==> config.mk <==
export PLATFORM = sky130hd
export DESIGN_NAME = ds2_ctrl
export DESIGN_NICKNAME = d
export VERILOG_FILES = /design/src/rtl/ds2_pkg.sv /design/src/rtl/ds2_ctrl.sv
export SDC_FILE = /design/constraint.sdc
export NUM_CORES = 1
export LEC_CHECK = 0
export BUFFER_PORTS_ARGS = -buffer_cell sky130_fd_sc_hd__buf_2
export CAP_MARGIN = 20
export CORE_MARGIN = 5
export CORE_UTILIZATION = 55
export DETAILED_ROUTE_END_ITERATION = 10
export PLACE_DENSITY = 0.79
export RECOVER_POWER = 50
export REMOVE_ABC_BUFFERS = 1
export SYNTH_ARGS = -nofsm -noshare
export SYNTH_HDL_FRONTEND = slang
export SYNTH_SLANG_ARGS = --single-unit
==> constraint.sdc <==
create_clock -name clk_i -period 4 [get_ports clk_i]
set_clock_uncertainty 0.2 [all_clocks]
set_input_delay 0.4 -clock clk_i [delete_from_list [all_inputs] [get_ports clk_i]]
set_output_delay 0.4 -clock clk_i [all_outputs]
set_load 0.02 [all_outputs]
==> src/rtl/ds2_pkg.sv <==
package ds2_pkg;

  // Widths of the configuration registers and of the stream fields.
  localparam int CFG_W     = 11;
  localparam int PIXEL_W   = 8;
  localparam int SUM_W     = PIXEL_W + 1;
  localparam int TOTAL_W   = PIXEL_W + 2;
  localparam int CFG_IDX_W = 1;

  // Default geometry.
  localparam int MAX_WIDTH_DEF = 1024;
  localparam logic [CFG_W-1:0] WIDTH_RESET  = CFG_W'(64);
  localparam logic [CFG_W-1:0] HEIGHT_RESET = CFG_W'(64);
  localparam logic [CFG_W-1:0] MIN_SIZE     = CFG_W'(2);

  // Register indexes of the configuration port.
  typedef enum logic [CFG_IDX_W-1:0] {
    REG_IMAGE_WIDTH  = 1'b0,
    REG_IMAGE_HEIGHT = 1'b1
  } cfg_reg_e;

  // Line store operation issued by the counter logic for one accepted beat.
  typedef struct packed {
    logic             wr_en;
    logic             rd_en;
    logic [CFG_W-1:0] pair_idx;
    logic [SUM_W-1:0] pair_sum;
    logic             frame_end;
  } line_op_t;

endpackage

==> src/rtl/ds2_ctrl.sv <==
module ds2_ctrl #(
  parameter int MaxWidth = 1024
) (
  input  logic                               clk_i,
  input  logic                               rst_ni,
  input  logic                               cfg_we_i,
  input  logic [ds2_pkg::CFG_IDX_W-1:0]      cfg_idx_i,
  input  logic [ds2_pkg::CFG_W-1:0]          cfg_data_i,
  input  logic                               fire_i,
  input  logic [ds2_pkg::PIXEL_W-1:0]        pixel_i,
  output ds2_pkg::line_op_t                  op_o
);
  import ds2_pkg::*;

  logic [CFG_W-1:0]   width_q, width_d;
  logic [CFG_W-1:0]   height_q, height_d;
  logic [CFG_W-1:0]   col_q, col_d;
  logic [CFG_W-1:0]   row_q, row_d;
  logic [PIXEL_W-1:0] held_q, held_d;
  logic [CFG_W-1:0]   w_eff;
  logic [CFG_W-1:0]   h_eff;
  logic [CFG_W:0]     col_p1;
  logic [CFG_W:0]     col_p2;
  logic [CFG_W:0]     row_p1;
  logic [CFG_W:0]     row_p2;
  logic               last_col;
  logic               last_row;

  // Effective geometry: width clamped to at least two pixels and to the line store, height to at least two rows.
  always_comb begin
    if (width_q < MIN_SIZE) begin
      w_eff = MIN_SIZE;
    end else if (32'(width_q) > MaxWidth) begin
      w_eff = CFG_W'(MaxWidth);
    end else begin
      w_eff = width_q;
    end
    h_eff = (height_q < MIN_SIZE) ? MIN_SIZE : height_q;
  end

  assign col_p1   = {1'b0, col_q} + (CFG_W+1)'(1);
  assign col_p2   = {1'b0, col_q} + (CFG_W+1)'(2);
  assign row_p1   = {1'b0, row_q} + (CFG_W+1)'(1);
  assign row_p2   = {1'b0, row_q} + (CFG_W+1)'(2);
  assign last_col = col_p1 >= {1'b0, w_eff};
  assign last_row = row_p1 >= {1'b0, h_eff};

  // Line store operation for the current beat: even rows write pair sums, odd rows read them.
  always_comb begin
    op_o.wr_en     = fire_i & col_q[0] & ~row_q[0];
    op_o.rd_en     = fire_i & col_q[0] & row_q[0];
    op_o.pair_idx  = {1'b0, col_q[CFG_W-1:1]};
    op_o.pair_sum  = {1'b0, held_q} + {1'b0, pixel_i};
    op_o.frame_end = (col_p2 >= {1'b0, w_eff}) && (row_p2 >= {1'b0, h_eff});
  end

  // Next state of the counters, the held pixel and the registers.
  always_comb begin
    width_d  = width_q;
    height_d = height_q;
    col_d    = col_q;
    row_d    = row_q;
    held_d   = held_q;
    if (cfg_we_i) begin
      case (cfg_reg_e'(cfg_idx_i))
        REG_IMAGE_WIDTH:  width_d  = cfg_data_i;
        REG_IMAGE_HEIGHT: height_d = cfg_data_i;
        default: ;
      endcase
      col_d  = '0;
      row_d  = '0;
      held_d = '0;
    end else if (fire_i) begin
      if (!col_q[0]) begin
        held_d = pixel_i;
      end
      if (last_col) begin
        col_d = '0;
        row_d = last_row ? '0 : row_p1[CFG_W-1:0];
      end else begin
        col_d = col_p1[CFG_W-1:0];
      end
    end
  end

  always_ff @(posedge clk_i or negedge rst_ni) begin
    if (!rst_ni) begin
      width_q  <= WIDTH_RESET;
      height_q <= HEIGHT_RESET;
      col_q    <= '0;
      row_q    <= '0;
      held_q   <= '0;
    end else begin
      width_q  <= width_d;
      height_q <= height_d;
      col_q    <= col_d;
      row_q    <= row_d;
      held_q   <= held_d;
    end
  end

  // The column counter always stays inside the effective row width.
  assert property (@(posedge clk_i) disable iff (!rst_ni) col_q < w_eff)
    else $error("column counter beyond the row width");

  // The row counter always stays inside the effective frame height.
  assert property (@(posedge clk_i) disable iff (!rst_ni) row_q < h_eff)
    else $error("row counter beyond the frame height");

  // A beat never both writes and reads the line store.
  assert property (@(posedge clk_i) disable iff (!rst_ni) !(op_o.wr_en && op_o.rd_en))
    else $error("line store written and read by the same beat");

endmodule
-- Word level (Yosys, flattened, before mapping)
Index checks and enable logic that the tools add are counted.
- register bits after elaboration: 52
- input bits: 24
- output and inout port bits: 23
- $add $sub $neg: 5
- order comparisons: 7
- equality and inequality tests: 1
- mux-type cells: 13
- bitwise operators: 5
- reduce and logical (&&, ||, !) cells: 7
- operators with widths (cell ; number):
    11-bit 2-to-1 mux ; 10
    12-bit by 11-bit >= comparator with 1-bit output ; 4
    11-bit by 1-bit adder with 12-bit output, second input constant ; 2
    11-bit by 2-bit adder with 12-bit output, second input constant ; 2
    8-bit 2-to-1 mux ; 3
    11-bit by 2-bit < comparator with 1-bit output, second input constant ; 2
    11-bit > comparator, second input constant ; 1
    8-bit by 8-bit adder with 9-bit output ; 1
    2-bit AND reduction ; 4
    2-bit nonzero test ; 2
    1-bit bitwise AND ; 3
    2-bit inequality test, second input constant ; 1
    1-bit inverter ; 2
    1-bit logical AND ; 1

-- Logic depth before layout (Yosys ltp)
Gate-level depths: netlist (run 1).
- depth in word-level cells: 7
- gate-level depth with buffers: 15

-- Least setup slack after synthesis (run 1)
OpenSTA, ideal clock, no wires.
- path type: register to register
- start: register row_q[3]
- end: register row_q[2]
- setup time: 101 ps
- arrival: 3232 ps
- slack: 468 ps
- stages on the path, launching flop included: 13
- buffers on the path: 1
- clock period less this slack: 3532 ps
- cells stage by stage: dfrtp_1 -> clkbuf_1 -> nand3_1 -> or3_1 -> nor2_1 -> xor2_1 -> ha_1 -> a21o_1 -> a211o_1 -> or3_1 -> o31ai_4 -> nand2b_4 -> o311ai_2
- word-level cells in the longest chain between the ends: 6
- ends and longest elaborated chain (what ; line ; text):
    from (decl) ; ds2_ctrl.sv:18 ; logic [CFG_W-1:0] row_q, row_d;
    from (signal assigned) ; ds2_ctrl.sv:97 ; row_q <= row_d;
    11-bit by 1-bit adder with 12-bit output ; ds2_ctrl.sv:43 ; assign row_p1 = {1'b0, row_q} + (CFG_W+1)'(1);
    12-bit by 11-bit >= comparator with 1-bit output ; ds2_ctrl.sv:46 ; assign last_row = row_p1 >= {1'b0, h_eff};
    11-bit 2-to-1 mux ; ds2_ctrl.sv:79 ; row_d = last_row ? '0 : row_p1[CFG_W-1:0];
    11-bit 2-to-1 mux ; ds2_ctrl.sv:77 ; if (last_col) begin
    11-bit 2-to-1 mux ; ds2_ctrl.sv:73 ; end else if (fire_i) begin
    11-bit 2-to-1 mux ; ds2_ctrl.sv:64 ; if (cfg_we_i) begin
No other way between the ends. The select of a mux whose other input is x is not followed.
A chain may end at the register's enable or synchronous reset.

-- Worst setup path in the final report (run 1)
- start: register row_q[1]
- end: register row_q[2]
- word-level cells in the longest chain between the ends: 6
- ends and longest elaborated chain (what ; line):
    11-bit by 1-bit adder with 12-bit output * ; ds2_ctrl.sv:43
    12-bit by 11-bit >= comparator with 1-bit output ; ds2_ctrl.sv:46
    11-bit 2-to-1 mux * ; ds2_ctrl.sv:79
    11-bit 2-to-1 mux * ; ds2_ctrl.sv:77
    11-bit 2-to-1 mux * ; ds2_ctrl.sv:73
    11-bit 2-to-1 mux * ; ds2_ctrl.sv:64
Mark *: on every way between the ends. The rest lies on a longest branch, timed or not. The select of a mux whose other input is x is not followed.

==> results of run 1 <==
worst max-delay path by stage:
stage | startpoint | end | slack [ns] | cells past startpoint
3_3_place_gp | row_q[1]$_DFFE_PN0P_ | row_q[2]$_DFFE_PN0P_ | 0.26 | 12
4_1_cts | row_q[1]$_DFFE_PN0P_ | row_q[2]$_DFFE_PN0P_ | 0.08 | 12
2_1_floorplan | row_q[2]$_DFFE_PN0P_ | row_q[2]$_DFFE_PN0P_ | 0.38 | 12
6_report | row_q[1]$_DFFE_PN0P_ | row_q[2]$_DFFE_PN0P_ | 0.21 | 14
5_1_grt | width_q[8]$_DFFE_PN0P_ | op_o[0] | 0.003 | 13
3_5_place_dp | row_q[1]$_DFFE_PN0P_ | row_q[2]$_DFFE_PN0P_ | 0.12 | 12
cell type report:
class                           instances  area share (%)
Clock buffer                            5            1.53
Clock inverter                          3            1.06
Inverter                               28            2.34
Multi-Input combinational cell        341            57.2
Sequential cell                        52            29.0
Tap cell                               99            2.76
Timing Repair Buffer                   52            6.05
layout by cell type, fill, tap and decap left out, types with 2 or more instances in the layout:
cell and n:
nor3_1 5, nor4_1 4, buf_2 43, xnor2_1 26, inv_1 27, nor2b_1 4, a31oi_1 6, o211ai_1 2
clkinv_4 2, clkbuf_8 5, xor2_1 11, mux2_2 21, a211o_1 2, buf_4 6, ha_1 53, o21ai_1 13
o22ai_1 2, o21a_1 2, mux2i_1 7, or3_1 3, nand2_1 53, clkbuf_1 3, a21oi_1 17, a22o_1 8
a21o_1 11, nand2b_1 3, dfstp_2 2, nor2_1 29, nand4_1 8, dfrtp_1 50, and3_1 2, nand3_1 15
o21ai_0 11
worst max-delay path, cell delays in order, from the launching register on:
cell and delay [ns]:
dfrtp_1 0.48, ha_2 0.28, nand2_1 0.10, or3_1 0.37, nor2_1 0.13, xor2_1 0.22, ha_1 0.27, a21o_1 0.16
a211o_1 0.30, or3_1 0.41, o32a_1 0.23, o31ai_4 0.07, buf_4 0.19, nand2b_4 0.08, o311ai_2 0.20
state kept, by name, indices dropped and copies added (netlist names):
name,count
height_q,11
held_q,8
row_q,11
width_q,11
col_q,11
metal layers:
layer	GRT usage, %	wire (µm)	vias to the layer above
met3	2.37	316	13
li1	-	-	1624
met5	0	0	-
met1	28.2	4170	1595
met4	5.57	125	0
met2	34.2	4260	73
timing repair:
item	CTS	global route
setup buffers	0	2
resized for setup	0	3
setup endpoints to repair	0	12
kinds of logic after synthesis:
kind of cell    share of synthesized area [%]
xor+xnor                                 8.04
buf+inv                                  4.29
fa+ha+maj                                17.5
mux                                      7.61
flops                                    32.4
other cells                            0.0931
compound gates                           14.7
simple gates                             15.4
power by group through the flow:
stage / logic [mW] / registers [mW] / clock network [mW]
CTS: 0.641 / 0.657 / 0.384
global route: 0.736 / 0.672 / 0.406
global placement: 0.606 / 0.664 / 0
finish: 0.642 / 0.661 / 0.379
floorplan: 0.441 / 0.668 / 0
detailed placement: 0.634 / 0.668 / 0
through the flow:
step	hold slack, ns	power, mW	util [%]	cells	setup WS, ns
after floorplan	-0.0956	1.11	-	421	0.377
after CTS	0.0280	1.68	62.2	578	0.0819
after detailed placement	0.292	1.30	60.6	570	0.123
after global placement	0.288	1.27	60.6	570	0.260
after global routing	0.128	1.81	62.6	580	0.00318
final	0.132	1.68	62.6	580	0.212
==> summary.md, run 1 <==
| Metric | Value |
|---|---|
| Status | `complete, but fails checks` |
| Failing checks | `max-capacitance violations, max-slew violations` |
| Most instantiated cells after synthesis | `ha_1, nand2_1, dfrtp_1` |
| Drt pass-1 iters | `4` |
| Slew @ Worst Pin | `2.10 ns` |
| All-Layer GR Usage | `slightly above 20%` |
| Reg2reg start | `row_q[1]$_DFFE_PN0P_` |
| Crit path launch type | `flop` |
| Switch share | `a little under two fifths` |
| Final Instance Area | `~4500 µm²` |
| Slew headroom | `-39.7%` |
| Crit end category | `flop` |
| Layout Nets | `around 560` |
| Async set-reset flop share out of synthesis | `100%` |
| Syn avg cell area | `roughly 9.2 µm²` |
| WHS Path Cells | `3` |
| R2R setup slack | `approximately 0.21 ns` |
| Fill cells | `between 600 and 700` |
| WL/cell | `around 15 µm` |
| EDFF count, synth | `0` |
| GPL Wtd Cong | `0.862` |
| CP arrival | `3.80 ns` |
| Net Sw Power | `0.626 mW` |
| Die Area | `9140 µm²` |
| Register area share after synthesis | `around 32%` |
| Port Buf Inserts | `45` |
| Vias in the first global route | `roughly 3.2k` |
| Most frequent cell after synthesis | `ha_1` |
| Hold buffer count at CTS | `0` |
| Inserted Diodes | `0` |
| Row cnt | `31` |
| Die X-Extent | `roughly 96 µm` |
| Critical Path RT | `roughly 4 ns` |
| RSZ-0062 raised after global routing | `false` |
| Footprint of the multi-input gates | `roughly 2600 µm²` |
| HP Class | `input pin to flop` |
| Initial antenna violation count | `0` |
| Clock Path Buffers | `2` |
| Dpl hpwl | `about 7000 µm` |
| CTS tree | `done` |
| Worst Path Max Fanout | `7` |
| Clock power frac | `between 20% and 30%` |
| Grt total ovfl | `0` |
| Max Cap Viol | `1` |
| Critical R2R Capture | `row_q[2]$_DFFE_PN0P_` |
| Total number of H-tree levels | `2` |
| Clock slew at reported path FFs | `approximately 0.11 ns` |
| Final WL | `8870 µm` |
| Unique masters post-synth | `54` |
| DR iter-0 viols | `around 170` |
| Clock buffer count from CTS | `5` |
| Layout cells sized above 1 | `a little under a fifth` |
| Tmin final | `3.79 ns` |
| Mapped Cells | `436` |
| Max-slew violations | `39` |
| Hold Crit Endpoint | `width_q[10]$_DFFE_PN0P_` |
| Hold_sp | `cfg_data_i[10]` |
| Area growth from synthesis to final layout | `11.5%` |
| Max VDD drop | `0.233 mV` |
| Flop pwr share | `~39%` |
| Dominant cell type by area after synthesis | `dfrtp_1` |
| Worst Reg-to-Reg Cells | `14` |
| Cell Area, Synth | `a little over 4000 µm²` |
| Final antenna-violating net count | `0` |
| CP Class | `flop to flop` |
| Top-area cell type share of the netlist area | `a little under a third` |
| Synth warn | `0` |
| Setup violations, final | `0` |
| Ys flop type | `dfrtp_1` |
| Pwr per Cell Area | `~370 nW/µm²` |
| Chip height | `95.6 µm` |
| Post-Place Cell Area | `approximately 4300 µm²` |
| Largest cells by area after synthesis | `dfrtp_1, ha_1, mux2_2` |
| Initial Util | `between 50% and 60%` |
| Total I/O pin count | `47` |
| Sink Count | `52` |
| First-pass GRT wire length | `15,000 µm` |
| Worst-Skew Late Latency | `0.31 ns` |
| Hold Vio Cnt, Final | `0` |
| Vias | `roughly 3.3k` |
| Logic pwr share | `a little under two fifths` |
| DRC | `0` |
| Core Area | `approximately 7000 µm²` |
| CTS root buffer | `clkbuf_8` |
| Seq. cell area | `1300 µm²` |
| Vias per cell | `between 5 and 6` |
| Setup TNS | `0 ns` |
| Tcrit/Tclk final | `between 90% and 100%` |
| Max frequency | `around 260 MHz` |
| Int Power | `~1.1 mW` |
| Flops & latches, synth | `between 50 and 60` |
| Largest net degree at the start of global routing | `39` |
| Leakage | `around 2.2 nW` |
Power figures use the tool's default switching activity.
==> run 2: changes to the inputs <==
--- a/config.mk
+++ b/config.mk
@@ -5,12 +5,13 @@
 export SDC_FILE = /design/constraint.sdc
 export NUM_CORES = 1
 export LEC_CHECK = 0
+export ABC_AREA = 1
 export BUFFER_PORTS_ARGS = -buffer_cell sky130_fd_sc_hd__buf_2
 export CAP_MARGIN = 20
 export CORE_MARGIN = 5
 export CORE_UTILIZATION = 55
 export DETAILED_ROUTE_END_ITERATION = 10
-export PLACE_DENSITY = 0.79
+export PLACE_DENSITY = 0.78
 export RECOVER_POWER = 50
 export REMOVE_ABC_BUFFERS = 1
 export SYNTH_ARGS = -nofsm -noshare
==> run 2 against run 1 <==
Compared with the run above:
- the flow now finishes without violations
- die area is 8.1% higher
- power fell by 1.8%
- critical path depth down 1
- maximum frequency up 9.6%
- final cell count is 27% higher
- sequential power about the same
- synthesized cell count grew 37%
- clock power fell by 14%
- core utilization shrank 1.6 points
- worst hold slack gained 0.0098 ns
- combinational power is 3.6% higher
- register-to-register slack gained 0.56 ns
- critical endpoint is now op_o[0]
==> summary.md, run 2 <==
| Metric | Value |
|---|---|
| Flops & latches, synth | `52` |
| Slew headroom | `1.22%` |
| Worst setup startpoint | `row_q[2]$_DFFE_PN0P_` |
| Worst Reg-to-Reg Cells | `17` |
| Dominant cell type by area after synthesis | `dfrtp_1` |
| Vias per cell | `5.19` |
| Critical Path RT | `between 3 and 4 ns` |
| Layout cells sized above 1 | `11.7%` |
| First-pass GRT wire length | `16,800 µm` |
| Worst path bufs/invs | `3` |
| Status | `finished, final reports clean` |
| Clock Path Buffers | `2` |
| Max-slew violations | `0` |
| Register area share after synthesis | `around 30%` |
| Slowest stage cell, crit path | `dfrtp_1` |
| Final setup margin | `between 0.5 and 0.6 ns` |
| CP arrival | `roughly 2.9 ns` |
| Die Area | `9870 µm²` |
| Max frequency | `just under 300 MHz` |
| Max Cap Viol | `0` |
| DRC | `0` |
| Pwr per Cell Area | `about 350 nW/µm²` |
| Hold Vio Cnt, Final | `0` |
| Synth warn | `0` |
| Postcts setup bufs | `0` |
| Sink Count | `52` |
| Port Buf Inserts | `45` |
| Power Total | `about 1.7 mW` |
| Initial Util | `56.6%` |
| Setup TNS | `0 ns` |
| Largest cells by area after synthesis | `dfrtp_1, ha_1, nand2_1` |
| Die X-Extent | `around 100 µm` |
| Clock slew at reported path FFs | `0.10 ns` |
| Leakage | `~2.5 nW` |
| Clock buffer count from CTS | `5` |
| Worst-Skew Late Latency | `0.32 ns` |
| Unique masters post-synth | `between 40 and 50` |
| Async set-reset flop share out of synthesis | `100%` |
| Tcrit/Tclk final | `a little under nine tenths` |
| Most instantiated cells after synthesis | `nand2_1, inv_1, ha_1` |
| CP Cell Sequence | `ha_1 > nand3_1 > nor4_1 > xnor2_1 > inv_1 > ha_1 > nand4_1 > inv_1 > nand3_1 > nand3b_1 > nor2_1 > a21oi_1 > buf_2` |
| Commonest non-fill, non-tap cell in the layout | `nand2_1` |
| Crit path launch type | `flop` |
| All-Layer GR Usage | `roughly 21%` |
| Syn avg cell area | `roughly 7.4 µm²` |
| WL/cell | `around 14 µm` |
| Slew @ Worst Pin | `roughly 1.5 ns` |
| Row cnt | `32` |
| Critical R2R Capture | `row_q[0]$_DFFE_PN0P_` |
| Commonest non-fill, non-tap cells in the layout | `nand2_1, inv_1, ha_1` |
| CP Class | `flop to output pin` |
| Total number of H-tree levels | `2` |
| Max incr delay on CP | `around 0.47 ns` |
| DR iter-0 viols | `230` |
| Ys flop type | `dfrtp_1` |
| Setup violations, final | `0` |
| Inserted Diodes | `0` |
| Crit end category | `output pin` |
| Dpl hpwl | `7920 µm` |
| Vias in the first global route | `between 3k and 4k` |
| Grt total ovfl | `0` |
| Area growth from synthesis to final layout | `7.83%` |
| CTS root buffer | `clkbuf_8` |
| Setup crit end | `op_o[0]` |
| Worst path top cell family by delay | `simple AND/OR/NAND/NOR gates` |
| DP Worst Slack | `0.839 ns` |
| Worst Path Max Fanout | `6` |
| Worst path depth | `13` |
| Largest net degree at the start of global routing | `29` |
| R2R setup slack | `between 0.7 and 0.8 ns` |
| GPL Wtd Cong | `between 0.9 and 1` |
| Total I/O pin count | `47` |
| Tmin final | `~3.5 ns` |
| Final WL | `about 10000 µm` |
| Layout Nets | `just over 700` |
| Drt pass-1 iters | `5` |
| Chip height | `~100 µm` |
| CTS tree | `done` |
| Core Area | `7770 µm²` |
| RSZ-0062 raised after global routing | `false` |
| Initial antenna violation count | `0` |
| EDFF count, synth | `0` |
| Most frequent cell after synthesis | `nand2_1` |
| Cell Area, Synth | `4390 µm²` |
| Vias | `around 3.8k` |
| HP Class | `input pin to flop` |
| Final antenna-violating net count | `0` |
| Max VDD drop | `~0.24 mV` |
| Mapped Cells | `~600` |
| Top-area cell type share of the netlist area | `around 28%` |
| Reg2reg start | `col_q[2]$_DFFE_PN0P_` |
run 2: cell count changes in the layout (fill, tap and decap cells not counted), moves of 13 or more:
cell / previous run / this run
xor2_1: 11 / 27
nor2_1: 29 / 45
mux2_2: 21 / 0
o21ai_0: 11 / 44
nand2_1: 53 / 139
xnor2_1: 26 / 2
nand2_2: 0 / 13
inv_1: 27 / 100
nand3_1: 15 / 38
run 2: through the flow:
| stage | utilization (%) | instances | hold WS, ns | instance area (µm²) |
|---|---|---|---|---|
| 3_5_place_dp | 59.9 | 727 | 0.232 | 4650 |
| 5_1_grt | 61.0 | 736 | 0.140 | 4740 |
| 2_1_floorplan | - | 578 | -0.0956 | 4280 |
| 4_1_cts | 61.2 | 736 | 0.135 | 4760 |
| 3_3_place_gp | 59.9 | 727 | 0.224 | 4650 |
| 6_report | 61.0 | 736 | 0.141 | 4740 |
run 2: worst min-delay path by stage:
| stage | depth (start not counted) | from | end | slack [ns] |
|---|---|---|---|---|
| global route | 3 | cfg_data_i[6] | height_q[6]$_DFFE_PN1P_ | 0.14 |
| detailed placement | 1 | rst_ni | col_q[3]$_DFFE_PN0P_ | 0.23 |
| CTS | 3 | cfg_data_i[6] | height_q[6]$_DFFE_PN1P_ | 0.14 |
| finish | 3 | cfg_data_i[6] | height_q[6]$_DFFE_PN1P_ | 0.14 |
| floorplan | 0 | rst_ni | col_q[0]$_DFFE_PN0P_ | -0.1 |
| global placement | 1 | rst_ni | col_q[3]$_DFFE_PN0P_ | 0.22 |
run 2: cell type report:
class | count | area (µm²)
clock buffer | 6 | 82.6
clock inverter | 2 | 15.0
fill | 737 | 3030
inverter | 101 | 379
multi-input combinational | 425 | 2600
sequential | 52 | 1300
tap | 102 | 128
timing repair buffer | 48 | 230
run 2: report_power, final:
group,internal (mW),total (mW),switching (mW)
logic,0.242,0.665,0.423
clock network,0.140,0.326,0.186
registers,0.585,0.661,0.0762
run 2: cells by family after synthesis:
family / Yosys count / share of synthesized area (%)
compound gates: 80 / 10.9
xor+xnor: 30 / 6.15
fa+ha+maj: 55 / 15.8
buf+inv: 119 / 11.2
flops: 52 / 29.7
other cells: 1 / 0.0854
simple gates: 259 / 26.2
run 2: what timing repair did:
| action | CTS | global route |
|---|---|---|
| hold buffers | 1 | 0 |
| hold endpoints to repair | 24 | 0 |
| setup endpoints to repair | 0 | 0 |
| resized for setup | 0 | 0 |
run 2: worst min-delay path, delay by kind of cell:
kind,cells,cell delay [ns]
AO/OA/AOI/OAI,1,0.08
buffers and inverters,2,0.17
run 2: layer usage:
layer  global-route usage (%)  vias up  wire length, µm
li1                         -     1960                -
met1                     26.1     1767             4680
met2                     36.8       79             4740
met3                     2.38       14              413
met4                     6.09        0              150
met5                        0        -                0
